$ cat src/assert_macros.svh
// assertion macros for the clock core
// clock i_clk and active-low reset i_rst_n must be visible where used
`ifndef ASSERT_MACROS_SVH
`define ASSERT_MACROS_SVH

// checked only outside reset
`define RTTEC_ASSERT(lbl, prop, msg) \
    lbl: assert property (@(posedge i_clk) disable iff (!i_rst_n) prop) else $error(msg);

// checked during reset as well
`define RTTEC_ASSERT_RST(lbl, prop, msg) \
    lbl: assert property (@(posedge i_clk) prop) else $error(msg);

`endif

$ cat src/rttec_pkg.sv
// shared types, constants and helpers for the rtc-to-epoch clock core
// no dependencies
`default_nettype none

package rttec_pkg;

    localparam int unsigned RATE_W = 20;
    localparam int unsigned NS_W   = 30;
    localparam int unsigned ITER_W = 7;

    localparam logic [RATE_W-1:0] DEF_RATE     = 20'd100;
    localparam logic [NS_W-1:0]   NS_PER_S     = 30'd1000000000;
    localparam logic [63:0]       SECS_PER_DAY = 64'd86400;
    localparam logic [7:0]        HOUR_MASK    = 8'h7F;
    localparam int unsigned       STB_BIN_BIT  = 2;
    localparam int unsigned       STB_H24_BIT  = 1;
    localparam int unsigned       HOUR_PM_BIT  = 7;
    localparam logic [ITER_W-1:0] ITERS_SEC    = 7'd64;
    localparam logic [ITER_W-1:0] ITERS_NS     = 7'd30;

    typedef struct packed {
        logic        func;
        logic [7:0]  raw_seconds;
        logic [7:0]  raw_minutes;
        logic [7:0]  raw_hours;
        logic [7:0]  raw_day;
        logic [7:0]  raw_month;
        logic [7:0]  raw_year;
        logic [7:0]  raw_century;
        logic [7:0]  status_b;
        logic [63:0] tick_count;
    } t_in_item;

    typedef struct packed {
        logic [63:0]     epoch_seconds;
        logic [NS_W-1:0] nanoseconds;
    } t_out_item;

    typedef enum logic [3:0] {
        ST_IDLE, ST_DEC, ST_CAL, ST_DAYS1, ST_DAYS2, ST_DAYS3, ST_SECS, ST_ANCHOR,
        ST_QSTART, ST_QWAIT, ST_NSSTART, ST_NSWAIT, ST_NSMUL, ST_QSUM, ST_PUSH
    } t_state;

    typedef enum logic [3:0] {
        OP_NONE, OP_CAPTURE, OP_DEC, OP_CAL, OP_DAYS1, OP_DAYS2, OP_DAYS3, OP_SECS,
        OP_ANCHOR, OP_QSTART, OP_QWAIT, OP_NSSTART, OP_NSWAIT, OP_NSMUL, OP_QSUM,
        OP_PUSH
    } t_op;

    typedef struct packed {
        t_op op;
    } t_dp_cmd;

    typedef struct packed {
        logic func;
        logic div_busy;
    } t_dp_stat;

    // bcd byte to binary, nibbles above 9 taken as they are
    function automatic logic [7:0] bcd_value(input logic [7:0] v);
        logic [7:0] hi;
        hi = {4'd0, v[7:4]};
        return {4'd0, v[3:0]} + (hi << 3) + (hi << 1);
    endfunction

endpackage

`default_nettype wire

$ cat src/rttec_div.sv
// restoring divider, one quotient bit per cycle
// uses rttec_pkg
`default_nettype none

module rttec_div (
    input  wire logic                         i_clk,
    input  wire logic                         i_rst_n,
    input  wire logic                         i_start,
    input  wire logic [63:0]                  i_dividend,
    input  wire logic [rttec_pkg::RATE_W-1:0] i_divisor,
    input  wire logic [rttec_pkg::ITER_W-1:0] i_iters,
    output      logic [63:0]                  o_quo,
    output      logic [rttec_pkg::RATE_W-1:0] o_rem,
    output      logic                         o_busy
);
    import rttec_pkg::*;

    logic              r_busy;
    logic [ITER_W-1:0] r_cnt;
    logic [63:0]       r_dvd;
    logic [RATE_W-1:0] r_rem;
    logic [RATE_W-1:0] r_dsr;
    logic [RATE_W:0]   w_rem_sh;
    logic [RATE_W:0]   w_diff;
    logic              w_ge;

    // one shift-subtract step
    always_comb begin
        w_rem_sh = {r_rem, r_dvd[63]};
        w_diff   = w_rem_sh - {1'b0, r_dsr};
        w_ge     = (w_rem_sh >= {1'b0, r_dsr});
    end

    // control
    always_ff @(posedge i_clk) begin
        if (!i_rst_n) begin
            r_busy <= 1'b0;
            r_cnt  <= '0;
        end else if (i_start) begin
            r_busy <= 1'b1;
            r_cnt  <= i_iters;
        end else if (r_busy) begin
            r_cnt  <= r_cnt - 1'b1;
            r_busy <= (r_cnt != ITER_W'(1));
        end
    end

    // datapath, quotient shifts in where dividend shifts out
    always_ff @(posedge i_clk) begin
        if (i_start) begin
            r_dvd <= i_dividend;
            r_rem <= '0;
            r_dsr <= i_divisor;
        end else if (r_busy) begin
            r_dvd <= {r_dvd[62:0], w_ge};
            r_rem <= w_ge ? w_diff[RATE_W-1:0] : w_rem_sh[RATE_W-1:0];
        end
    end

    assign o_quo  = r_dvd;
    assign o_rem  = r_rem;
    assign o_busy = r_busy;

endmodule

`default_nettype wire

$ cat src/rttec_ctrl.sv
// controller state machine for the clock core
// uses rttec_pkg
`default_nettype none

module rttec_ctrl (
    input  wire logic                i_clk,
    input  wire logic                i_rst_n,
    input  wire logic                i_in_valid,
    output      logic                o_in_ready,
    output      logic                o_out_valid,
    input  wire logic                i_out_ready,
    input  wire rttec_pkg::t_dp_stat i_stat,
    output      rttec_pkg::t_dp_cmd  o_cmd
);
    import rttec_pkg::*;

    t_state r_state;
    t_state n_state;
    logic   r_out_valid;
    logic   n_out_valid;
    logic   w_out_free;
    logic   w_push;

    assign w_out_free = !r_out_valid || i_out_ready;
    assign w_push     = (r_state == ST_PUSH) && w_out_free;

    // next state
    always_comb begin
        n_state = r_state;
        unique case (r_state)
            ST_IDLE:    if (i_in_valid) n_state = ST_DEC;
            ST_DEC:     n_state = i_stat.func ? ST_QSTART : ST_CAL;
            ST_CAL:     n_state = ST_DAYS1;
            ST_DAYS1:   n_state = ST_DAYS2;
            ST_DAYS2:   n_state = ST_DAYS3;
            ST_DAYS3:   n_state = ST_SECS;
            ST_SECS:    n_state = ST_ANCHOR;
            ST_ANCHOR:  n_state = ST_PUSH;
            ST_QSTART:  n_state = ST_QWAIT;
            ST_QWAIT:   if (!i_stat.div_busy) n_state = ST_NSSTART;
            ST_NSSTART: n_state = ST_NSWAIT;
            ST_NSWAIT:  if (!i_stat.div_busy) n_state = ST_NSMUL;
            ST_NSMUL:   n_state = ST_QSUM;
            ST_QSUM:    n_state = ST_PUSH;
            ST_PUSH:    if (w_out_free) n_state = ST_IDLE;
            default:    n_state = ST_IDLE;
        endcase
    end

    // command outputs
    always_comb begin
        o_cmd.op = OP_NONE;
        unique case (r_state)
            ST_IDLE:    o_cmd.op = i_in_valid ? OP_CAPTURE : OP_NONE;
            ST_DEC:     o_cmd.op = OP_DEC;
            ST_CAL:     o_cmd.op = OP_CAL;
            ST_DAYS1:   o_cmd.op = OP_DAYS1;
            ST_DAYS2:   o_cmd.op = OP_DAYS2;
            ST_DAYS3:   o_cmd.op = OP_DAYS3;
            ST_SECS:    o_cmd.op = OP_SECS;
            ST_ANCHOR:  o_cmd.op = OP_ANCHOR;
            ST_QSTART:  o_cmd.op = OP_QSTART;
            ST_QWAIT:   o_cmd.op = OP_QWAIT;
            ST_NSSTART: o_cmd.op = OP_NSSTART;
            ST_NSWAIT:  o_cmd.op = OP_NSWAIT;
            ST_NSMUL:   o_cmd.op = OP_NSMUL;
            ST_QSUM:    o_cmd.op = OP_QSUM;
            ST_PUSH:    o_cmd.op = w_out_free ? OP_PUSH : OP_NONE;
            default:    o_cmd.op = OP_NONE;
        endcase
    end

    // output beat valid
    always_comb begin
        n_out_valid = r_out_valid;
        if (w_push)
            n_out_valid = 1'b1;
        else if (i_out_ready)
            n_out_valid = 1'b0;
    end

    always_ff @(posedge i_clk) begin
        if (!i_rst_n) begin
            r_state     <= ST_IDLE;
            r_out_valid <= 1'b0;
        end else begin
            r_state     <= n_state;
            r_out_valid <= n_out_valid;
        end
    end

    assign o_in_ready  = (r_state == ST_IDLE);
    assign o_out_valid = r_out_valid;

endmodule

`default_nettype wire

$ cat src/rttec_datapath.sv
// datapath: register decode, day count, tick division and result register
// uses rttec_pkg, rttec_div and rttec_hz_sel
`default_nettype none

module rttec_datapath (
    input  wire logic                         i_clk,
    input  wire logic                         i_rst_n,
    input  wire rttec_pkg::t_dp_cmd           i_cmd,
    output      rttec_pkg::t_dp_stat          o_stat,
    input  wire rttec_pkg::t_in_item          i_in_data,
    output      rttec_pkg::t_out_item         o_out_data,
    input  wire logic                         i_cfg_we,
    input  wire logic [rttec_pkg::RATE_W-1:0] i_cfg_wdata
);
    import rttec_pkg::*;

    // state and config
    logic [RATE_W-1:0] r_rate;
    logic [63:0]       r_anchor_epoch;
    logic [63:0]       r_anchor_tick;

    // pipeline of the conversion
    t_in_item          r_in;
    logic [7:0]        r_sec, r_min, r_hour, r_day, r_mon, r_year, r_cent;
    logic              r_pm, r_h12;
    logic [11:0]       r_y;
    logic [7:0]        r_mm;
    logic [4:0]        r_q100;
    logic [15:0]       r_t153;
    logic [12:0]       r_doy5;
    logic [19:0]       r_y365;
    logic signed [23:0] r_days;
    logic [63:0]       r_dsec;
    logic [19:0]       r_hms;
    logic [63:0]       r_qsec;
    logic [RATE_W-1:0] r_rem;
    logic [NS_W-1:0]   r_nsq;
    logic [NS_W-1:0]   r_ns;
    logic [63:0]       r_res_epoch;
    logic [NS_W-1:0]   r_res_ns;
    t_out_item         r_out;

    logic              w_h12, w_bcd;
    logic [7:0]        w_hour_raw;
    logic [15:0]       w_hprod;
    logic [4:0]        w_hq;
    logic [7:0]        w_hmod, w_hour_f;
    logic              w_cent_ok, w_early;
    logic [11:0]       w_fyear, w_y;
    logic [7:0]        w_mm;
    logic [23:0]       w_yprod;
    logic [15:0]       w_t153;
    logic [31:0]       w_dprod;
    logic [19:0]       w_y365;
    logic signed [23:0] w_days;
    logic signed [41:0] w_dsx;
    logic [63:0]       w_dsec;
    logic [19:0]       w_hms;
    logic [63:0]       w_epoch;
    logic [63:0]       w_elapsed;
    logic [RATE_W-1:0] w_hz;
    logic [49:0]       w_nsprod;

    logic              w_div_start;
    logic [63:0]       w_div_dvd;
    logic [ITER_W-1:0] w_div_iters;
    logic [63:0]       w_div_quo;
    logic [RATE_W-1:0] w_div_rem;
    logic              w_div_busy;

    // byte decode: pm flag comes off before bcd
    assign w_h12      = ~r_in.status_b[STB_H24_BIT];
    assign w_bcd      = ~r_in.status_b[STB_BIN_BIT];
    assign w_hour_raw = w_h12 ? (r_in.raw_hours & HOUR_MASK) : r_in.raw_hours;

    // hour mod 12 by reciprocal, year and shifted month
    always_comb begin
        w_hprod   = {8'd0, r_hour} * 16'd171;
        w_hq      = w_hprod[15:11];
        w_hmod    = r_hour - {w_hq, 3'b000} - {1'b0, w_hq, 2'b00};
        w_hour_f  = r_h12 ? (w_hmod + (r_pm ? 8'd12 : 8'd0)) : r_hour;
        w_cent_ok = (r_cent >= 8'd19) && (r_cent <= 8'd21);
        w_fyear   = w_cent_ok ? ({4'd0, r_cent} * 12'd100 + {4'd0, r_year})
                              : (12'd2000 + {4'd0, r_year});
        w_early   = (r_mon <= 8'd2);
        w_y       = w_fyear - {11'd0, w_early};
        w_mm      = w_early ? (r_mon + 8'd9) : (r_mon - 8'd3);
    end

    // day count pieces, divisions by constants through reciprocals
    always_comb begin
        w_yprod = {12'd0, r_y} * 24'd5243;
        w_t153  = {8'd0, r_mm} * 16'd153 + 16'd2;
        w_dprod = {16'd0, r_t153} * 32'd52429;
        w_y365  = {8'd0, r_y} * 20'd365;
        w_days  = $signed({4'd0, r_y365}) + $signed({14'd0, r_y[11:2]})
                - $signed({19'd0, r_q100}) + $signed({21'd0, r_q100[4:2]})
                + $signed({11'd0, r_doy5}) + $signed({16'd0, r_day})
                - 24'sd1 - 24'sd719468;
        // signed day count times seconds per day, sign extended to 64 bits
        w_dsx   = r_days * $signed({1'b0, SECS_PER_DAY[16:0]});
        w_dsec  = {{22{w_dsx[41]}}, w_dsx};
        w_hms   = {12'd0, r_hour} * 20'd3600 + {12'd0, r_min} * 20'd60 + {12'd0, r_sec};
        w_epoch = r_dsec + {44'd0, r_hms};
    end

    // query side
    assign w_elapsed = r_in.tick_count - r_anchor_tick;
    assign w_nsprod  = {30'd0, r_rem} * {20'd0, r_nsq};

    rttec_hz_sel u_hz (
        .i_rate (r_rate),
        .o_hz   (w_hz)
    );

    // divider commands
    assign w_div_start = (i_cmd.op == OP_QSTART) || (i_cmd.op == OP_NSSTART);
    assign w_div_dvd   = (i_cmd.op == OP_QSTART) ? w_elapsed : {NS_PER_S, 34'd0};
    assign w_div_iters = (i_cmd.op == OP_QSTART) ? ITERS_SEC : ITERS_NS;

    rttec_div u_div (
        .i_clk      (i_clk),
        .i_rst_n    (i_rst_n),
        .i_start    (w_div_start),
        .i_dividend (w_div_dvd),
        .i_divisor  (w_hz),
        .i_iters    (w_div_iters),
        .o_quo      (w_div_quo),
        .o_rem      (w_div_rem),
        .o_busy     (w_div_busy)
    );

    // config register and anchor
    always_ff @(posedge i_clk) begin
        if (!i_rst_n) begin
            r_rate         <= DEF_RATE;
            r_anchor_epoch <= '0;
            r_anchor_tick  <= '0;
        end else begin
            if (i_cfg_we)
                r_rate <= i_cfg_wdata;
            if (i_cmd.op == OP_ANCHOR) begin
                r_anchor_epoch <= w_epoch;
                r_anchor_tick  <= r_in.tick_count;
            end
        end
    end

    // working registers, one step per command
    always_ff @(posedge i_clk) begin
        case (i_cmd.op)
            OP_CAPTURE: r_in <= i_in_data;
            OP_DEC: begin
                r_h12  <= w_h12;
                r_pm   <= w_h12 & r_in.raw_hours[HOUR_PM_BIT];
                r_sec  <= w_bcd ? bcd_value(r_in.raw_seconds) : r_in.raw_seconds;
                r_min  <= w_bcd ? bcd_value(r_in.raw_minutes) : r_in.raw_minutes;
                r_hour <= w_bcd ? bcd_value(w_hour_raw) : w_hour_raw;
                r_day  <= w_bcd ? bcd_value(r_in.raw_day) : r_in.raw_day;
                r_mon  <= w_bcd ? bcd_value(r_in.raw_month) : r_in.raw_month;
                r_year <= w_bcd ? bcd_value(r_in.raw_year) : r_in.raw_year;
                r_cent <= w_bcd ? bcd_value(r_in.raw_century) : r_in.raw_century;
            end
            OP_CAL: begin
                r_hour <= w_hour_f;
                r_y    <= w_y;
                r_mm   <= w_mm;
            end
            OP_DAYS1: begin
                r_q100 <= w_yprod[23:19];
                r_t153 <= w_t153;
            end
            OP_DAYS2: begin
                r_doy5 <= w_dprod[30:18];
                r_y365 <= w_y365;
            end
            OP_DAYS3: r_days <= w_days;
            OP_SECS: begin
                r_dsec <= w_dsec;
                r_hms  <= w_hms;
            end
            OP_ANCHOR: begin
                r_res_epoch <= w_epoch;
                r_res_ns    <= '0;
            end
            OP_QWAIT: begin
                if (!w_div_busy) begin
                    r_qsec <= w_div_quo;
                    r_rem  <= w_div_rem;
                end
            end
            OP_NSWAIT: if (!w_div_busy) r_nsq <= w_div_quo[NS_W-1:0];
            OP_NSMUL:  r_ns <= w_nsprod[NS_W-1:0];
            OP_QSUM: begin
                r_res_epoch <= r_anchor_epoch + r_qsec;
                r_res_ns    <= r_ns;
            end
            OP_PUSH: begin
                r_out.epoch_seconds <= r_res_epoch;
                r_out.nanoseconds   <= r_res_ns;
            end
            default: ;
        endcase
    end

    assign o_stat.func     = r_in.func;
    assign o_stat.div_busy = w_div_busy;
    assign o_out_data      = r_out;

endmodule

`default_nettype wire

$ cat src/rttec_top_placeholder.sv
// zero-rate substitution for the tick divider
// uses rttec_pkg
`default_nettype none

module rttec_hz_sel (
    input  wire logic [rttec_pkg::RATE_W-1:0] i_rate,
    output      logic [rttec_pkg::RATE_W-1:0] o_hz
);
    import rttec_pkg::*;

    // a zero rate counts as the default rate
    assign o_hz = (i_rate == '0) ? DEF_RATE : i_rate;

endmodule

`default_nettype wire

$ cat src/rtc_time_to_epoch_clock_core.sv
// Real-time-clock to Unix epoch clock. A latch beat (func 0) decodes the clock
// register bytes (bcd or binary, 12 or 24 hour, per status B) into Unix seconds
// and stores them with the tick count; its result goes through the decode,
// calendar, day-count, seconds and anchor steps, and the next beat can be taken
// once it is pushed to the output register. A query beat (func 1) returns the
// stored epoch plus elapsed ticks divided by the tick rate, and the nanoseconds;
// both divisions run on the shared one-bit-per-cycle divider (64 steps for
// seconds, 30 for the nanosecond scale). One beat is worked on at a time; a new
// beat is taken while a finished result waits in the output register.
// uses rttec_pkg, rttec_ctrl, rttec_datapath, assert_macros.svh
`default_nettype none

`include "assert_macros.svh"

module rtc_time_to_epoch_clock_core (
    input  wire logic                         i_clk,
    input  wire logic                         i_rst_n,
    input  wire logic                         i_in_valid,
    output      logic                         o_in_ready,
    input  wire rttec_pkg::t_in_item          i_in_data,
    output      logic                         o_out_valid,
    input  wire logic                         i_out_ready,
    output      rttec_pkg::t_out_item         o_out_data,
    input  wire logic                         i_cfg_we,
    input  wire logic [rttec_pkg::RATE_W-1:0] i_cfg_wdata
);
    import rttec_pkg::*;

    t_dp_cmd  s_cmd;
    t_dp_stat s_stat;

    // controller
    rttec_ctrl u_ctrl (
        .i_clk       (i_clk),
        .i_rst_n     (i_rst_n),
        .i_in_valid  (i_in_valid),
        .o_in_ready  (o_in_ready),
        .o_out_valid (o_out_valid),
        .i_out_ready (i_out_ready),
        .i_stat      (s_stat),
        .o_cmd       (s_cmd)
    );

    // datapath
    rttec_datapath u_dp (
        .i_clk       (i_clk),
        .i_rst_n     (i_rst_n),
        .i_cmd       (s_cmd),
        .o_stat      (s_stat),
        .i_in_data   (i_in_data),
        .o_out_data  (o_out_data),
        .i_cfg_we    (i_cfg_we),
        .i_cfg_wdata (i_cfg_wdata)
    );

    // checks
    `RTTEC_ASSERT(a_ns_range, o_out_valid |-> (o_out_data.nanoseconds < NS_PER_S), "ns out of range")
    `RTTEC_ASSERT(a_div_blocks_in, s_stat.div_busy |-> !o_in_ready, "accept during division")
    `RTTEC_ASSERT(a_one_at_a_time, (i_in_valid && o_in_ready) |=> !o_in_ready, "second beat taken")
    `RTTEC_ASSERT_RST(a_reset_quiet, !i_rst_n |=> !o_out_valid, "result after reset")

endmodule

`default_nettype wire
$ cat config.mk
export PLATFORM = sky130hd
export DESIGN_NAME = rtc_time_to_epoch_clock_core
export DESIGN_NICKNAME = d
export VERILOG_FILES = /design/src/rttec_pkg.sv /design/src/rttec_div.sv /design/src/rttec_ctrl.sv /design/src/rttec_datapath.sv /design/src/rttec_top_placeholder.sv /design/src/rtc_time_to_epoch_clock_core.sv
export VERILOG_INCLUDE_DIRS = /design/src /design/src/src
export SDC_FILE = /design/constraint.sdc
export NUM_CORES = 2
export LEC_CHECK = 0
export ABC_AREA = 1
export CAP_MARGIN = 20
export CORE_MARGIN = 5
export CORE_UTILIZATION = 35
export DETAILED_ROUTE_END_ITERATION = 10
export DONT_BUFFER_PORTS = 1
export GPL_ROUTABILITY_DRIVEN = 0
export PLACE_DENSITY = 0.52
export SYNTH_ARGS = -nofsm -noshare
export SYNTH_HDL_FRONTEND = slang
export SYNTH_SLANG_ARGS = --single-unit
$ cat constraint.sdc
create_clock -name i_clk -period 12.4 [get_ports i_clk]
set_clock_uncertainty 0.1 [all_clocks]
set_input_delay 2.48 -clock i_clk [delete_from_list [all_inputs] [get_ports i_clk]]
set_output_delay 2.48 -clock i_clk [all_outputs]
set_load 0.1 [all_outputs]
; Word level (Yosys, flattened, before mapping)
; Index checks and enable logic that the tools add are counted.
[classes]
magnitude_cmp = 4
multipliers = 10
bitwise = 3
reduce_logical = 16
eq_ne = 35
addsub = 37
n_mux = 35
[op_table]
columns = operator, n
row1 = $mux 64, 3
row2 = $pmux 64 s2, 1
row3 = $mux 8, 10
row4 = $add 64x64->64, 1
row5 = $sub 64x64->64, 1
row6 = $eq 4x4->1 const B, 15
row7 = $pmux 30 s2, 1
row8 = $pmux 4 s15, 1
row9 = $add 4x7->8, 7
row10 = $add 8x5->8, 7
row11 = $pmux 4 s14, 1
row12 = $mul 8x8->16 const B, 3
row13 = $add 42x21->43, 1
row14 = $mul 24x11->35 const B, 1
row15 = $eq 4x3->1 const B, 8
row16 = $mul 16x16->31 const B, 1
row17 = $mul 20x30->30, 1
row18 = $mux 4, 7
row19 = $add 24x14->24, 1
row20 = $add 24x4->24, 1
row21 = $add 24x9->24, 1
row22 = $mul 12x13->24 const B, 1
row23 = $sub 24x2->24 const B, 1
row24 = $sub 24x21->24 const B, 1
row25 = 43 further kinds, 64
[totals]
output_inout_bits = 96
ff_bits = 932
elab_cells = 186
inputBits = 154

; Logic depth before layout (Yosys ltp)
[logic_depth]
depth_word = 7
ltp_mapped = 31
mapped_depth_nobuf = 31

; Cells and area by module
; A second synthesis with hierarchy kept.
[unflattened]
cells_unflattened = 9643
hier_area_um2 = 81448.1
[by_module_without_submodules]
columns = mod, n_inst, seq_area_each_um2, area_per_inst_um2, cells_each
row1 = rttec_datapath, 1, 22541.6, 74624.1, 8749
row2 = rttec_div, 1, 3083.0, 6190.9, 770
row3 = rttec_ctrl, 1, 100.1, 465.4, 83
row4 = rttec_hz_sel, 1, 0.0, 167.7, 41

; Least setup slack after synthesis
; Ideal clock, no wire load.
[synth_timing]
path_type = input-to-reg
from = input i_in_valid
to = register u_dp.r_in (netlist bit u_dp.o_stat[1]) (enable)
path_buffers = 0
setup_time_ps = 756
stages = 2
setup_slack_ps = 738
t_required_ps = 11544
arrival_time_ps = 10806
cell_sequence = inv_1 -> nor3_1
[synth_via]
elab_chain_len = 3
[synth_rtl]
columns = item, line
row1 = start: declaration, rtc_time_to_epoch_clock_core.sv:18  ; input wire logic i_in_valid,
row2 = $mux 1, rttec_ctrl.sv:54  ; ST_IDLE: o_cmd.op = i_in_valid ? OP_CAPTURE : OP_NONE;
row3 = $pmux 4 s15, rttec_ctrl.sv:53  ; unique case (r_state)
row4 = $eq 4x1->1, rttec_datapath.sv:151  ; case (i_cmd.op)
row5 = end signal: assignment, rttec_datapath.sv:152  ; OP_CAPTURE: r_in <= i_in_data;
row6 = end: declaration, rttec_datapath.sv:23  ; t_in_item r_in;
; No other way between the ends.
; A chain may end at the register's enable or synchronous reset.

; Final worst setup path
[layout_timing]
from = register u_dp.r_nsq[10]
to = register u_dp.r_ns[25], data pin
[layout_via]
elab_chain_len = 1
[layout_rtl]
columns = item, line
row1 = start: declaration, rttec_datapath.sv:37  ; logic [NS_W-1:0] r_nsq;
row2 = start signal: assignment, rttec_datapath.sv:192  ; OP_NSWAIT: if (!w_div_busy) r_nsq <= w_div_quo[NS_W-1:0];
row3 = $mul 20x30->30, rttec_datapath.sv:109  ; assign w_nsprod = {30'd0, r_rem} * {20'd0, r_nsq};
row4 = net u_dp.w_nsprod[25], rttec_datapath.sv:62  ; logic [49:0] w_nsprod;
row5 = end signal: assignment, rttec_datapath.sv:193  ; OP_NSMUL: r_ns <= w_nsprod[NS_W-1:0];
row6 = end: declaration, rttec_datapath.sv:38  ; logic [NS_W-1:0] r_ns;
; The timed path passes the listed nets, and every way through them passes these cells.

==> Implementation_results.wiki <==
{| class="wikitable"
! Metric !! Value
|-
| Num ports || between 200 and 300
|-
| Maximum Capacitance Violations || 0
|-
| Clock tree from TritonCTS || built
|-
| Relative area change from synthesis to final layout || 9.13%
|-
| Fraction of final layout cells with drive strength greater than 1 || under 10%
|-
| Post-DP HPWL || approximately 190000 um
|-
| GRT Total Usage || between 10% and 20%
|-
| Cell type of the slowest stage on the worst timing path || edfxtp_1
|-
| Number of core rows || between 150 and 200
|-
| Area of the die || ~240000 sq um
|-
| Minimum clock period || 7.27 ns
|-
| WL final || around 230000 um
|-
| Placeable core region || around 230000 sq um
|-
| Part of the Yosys area used for sequential elements || about 32%
|-
| Total via count in the routed design || just over 60000
|-
| Result of the run || complete, no violations
|-
| Post-synthesis instance area || around 80000 sq um
|-
| Critical Path AT || a little under 8 ns
|-
| Delay of the slowest critical-path stage || approximately 1.1 ns
|-
| First-pass GRT wire length || around 360000 um
|-
| Routed length per placed instance || between 15 and 20 um
|-
| Die width || between 400 and 500 um
|-
| Sum of negative setup slack || 0 ns
|-
| Post-synth EDFFs || 750
|-
| IO buf count || 0
|-
| Final period utilization || approximately three fifths
|-
| Vias in the first global route || 60900
|-
| Ratio of total power to cell area || 251 nW/um^2
|-
| Final nets || 10900
|-
| Crit start category || register
|-
| Mapped Nets || roughly 11000
|-
| Initial antenna violation count || 39
|-
| Clk Latency, worst-skew pair || roughly 0.77 ns
|-
| H-tree levels || 3
|-
| Remaining routing DRC violations || 0
|-
| CTS sink count || 910
|-
| Library cell appearing most often on the critical path || fa_1
|-
| Worst endpoint required time || 12.84 ns
|-
| Initial detailed-routing violation count || about 4700
|-
| Post-synthesis instance total || ~9300
|-
| Path class of the lowest-slack min-delay path || register to register
|-
| Y dimension of the die || about 500 um
|-
| Syn. warnings || 0
|-
| LEAKAGE || about 0.041 uW
|-
| Global route overflow || 0
|-
| Slew at the pin closest to its max-slew limit || around 1.2 ns
|-
| Count of final hold-check violations || 0
|-
| Highest fanout seen on the critical path || 21
|-
| Worst Hold Margin || around 0.30 ns
|-
| Number of slew-limit violations in the final report || 0
|-
| Max frequency || 0.138 GHz
|-
| Endpoint type of the worst setup path || register
|-
| Worst-path clk slew || 0.06 ns
|-
| Post-synthesis average cell area || between 8 and 9 sq um
|-
| Count of final setup violators || 0
|-
| Crit-path cells || nand2_1 -> fa_1 -> fa_1 -> fa_1 -> inv_1 -> fa_1 -> fa_1 -> fa_1 -> inv_1 -> fa_1 -> inv_1 -> ha_1 -> nand2_1 -> inv_1 -> nand2_1 -> nor3_1 -> nand4_1 -> nand3_1 -> a21o_1 -> nand2_1 -> nand2_1 -> xor2_1
|-
| Via density per instance || between 4 and 5
|-
| Hold-fix buffers at CTS || 0
|-
| Kind of critical path || register to register
|-
| 1st-pass router iterations || 6
|-
| Most common library cell in the layout ignoring fill and taps || nand2_1
|-
| Maximum number of buffers from clock root to sink || 3
|-
| Dominant register cell in the synthesized netlist || edfxtp_1
|-
| Num CTS Buffers || 108
|-
| Synth Register Bits || slightly above 900
|-
| Number of nets with antenna violations after detailed routing || 0
|-
| Post-CTS setup repair buffer count || 0
|-
| Initial Utilization || a little over a third
|-
| Clock tree root buffer cell || clkbuf_16
|-
| Leading cell types in the layout, fill and taps excluded || nand2_1, inv_1, ha_1, edfxtp_1, nor2_1
|-
| Setup repair after global routing missed its margin || no
|-
| Max-slew headroom || roughly 22%
|-
| Share of synthesized registers carrying an async set or reset || 0%
|-
| Max VDD drop || roughly 0.73 mV
|-
| Cell variety after synth || 57
|-
| Cts repair resizes || 0
|-
| Maximum number of pins on one net before global-route repair || around 100
|}
-- logic make-up after synthesis --
logic type	after synthesis	share of synthesized area, %
adders and majority gates	1538	30.1
buffers and inverters	2076	9.84
xor gates and xnor gates	264	2.90
AOI/OAI and AO/OA	1167	7.92
DFF	910	32.2
and+or+nand+nor	3309	17.0
-- metrics by stage --
| stage | worst slack (ns) | std cells | total power (uW) | area [sq um] | utilization (%) |
|---|---|---|---|---|---|
| finish | 5.13 | 12400 | 21800 | 87100 | 38.3 |
| global route | 4.82 | 12300 | 24200 | 87100 | 38.3 |
| CTS | 5.13 | 12300 | 22000 | 87100 | 38.3 |
| detailed placement | 5.15 | 12100 | 18500 | 83300 | 36.7 |
| global placement | 5.22 | 12100 | 18300 | 83300 | 36.7 |
| floorplan | 0.738 | 9264 | 14700 | 79800 | - |
-- Yosys cell counts, types with 30 or more instances --
cell type | count | area (sq um)
or2_2 | 45 | 282
inv_1 | 1888 | 7090
dfxtp_1 | 160 | 3200
nor3_1 | 77 | 385
nand3_1 | 370 | 1850
clkbuf_1 | 132 | 495
xnor2_1 | 92 | 806
ha_1 | 902 | 11300
o21ai_0 | 431 | 2160
nand2_1 | 1935 | 7260
a21oi_1 | 523 | 2620
nor2_1 | 708 | 2660
fa_1 | 636 | 12700
o21bai_1 | 38 | 285
nand4_1 | 77 | 482
a31oi_1 | 30 | 188
edfxtp_1 | 750 | 22500
xor2_1 | 172 | 1510
buf_2 | 33 | 165
-- routing by layer --
metal	GRT usage [%]	up-vias	wire length (um)
li1	-	29600	-
met1	27.0	29300	105000
met2	30.6	1745	101000
met3	3.11	369	14800
met4	4.92	22	6810
met5	0	-	148
-- worst paths after layout --
kind                                            end  slack [ns]              start  depth (start not counted)
worst max-delay path                  u_dp.r_ns[25]        5.13     u_dp.r_nsq[10]                         22
worst min register to register  u_dp.o_out_data[17]        0.30  u_dp.r_res_ns[17]                          0
worst max register to register        u_dp.r_ns[25]        5.13     u_dp.r_nsq[10]                         22
worst min-delay path            u_dp.o_out_data[17]        0.30  u_dp.r_res_ns[17]                          0
-- final cells by class --
type                    count  area, sq um
well taps                3009         3760
diodes                     11         27.5
inverters                1892         7110
clock buffers             130         2890
multi-input cells        6278        46300
fillers                 23000       140000
clock inverters            73          846
repair buffers             54          438
flip-flops and latches    910        25700
-- worst max-delay path, delay by kind of cell, from the launching register on --
| family | cells | cell delay [ns] |
|---|---|---|
| buffers and inverters | 4 | 0.22 |
| AOI/OAI and AO/OA | 1 | 0.18 |
| DFF | 1 | 1.12 |
| xor gates and xnor gates | 1 | 0.23 |
| adders and majority gates | 8 | 4.08 |
| and+or+nand+nor | 8 | 1.16 |
-- report_power, final --
group	switching, uW	total, uW	internal (uW)	leakage (uW)
Clock	1380	3330	1950	0.00183
Combinational	8790	14200	5390	0.0313
Sequential	273	4340	4060	0.00809
Total	10400	21800	11400	0.0412
-- sequential cells by signal, summed over array words and instances, names as in the netlist, 12 cells and up --
register	count
u_dp.o_out_data	94
u_dp.r_anchor_epoch	43
u_dp.r_anchor_tick	64
u_dp.r_days	24
u_dp.r_doy5	13
u_dp.r_dsec	35
u_dp.r_hms	20
u_dp.r_in	122
u_dp.r_ns	30
u_dp.r_nsq	30
u_dp.r_qsec	64
u_dp.r_rate	20
u_dp.r_rem	20
u_dp.r_res_epoch	64
u_dp.r_res_ns	30
u_dp.r_t153	16
u_dp.r_y	12
u_dp.r_y365	20
u_dp.u_div.o_quo	64
u_dp.u_div.o_rem	20
u_dp.u_div.r_dsr	20
No activity file was read; power rests on OpenSTA's default activity.
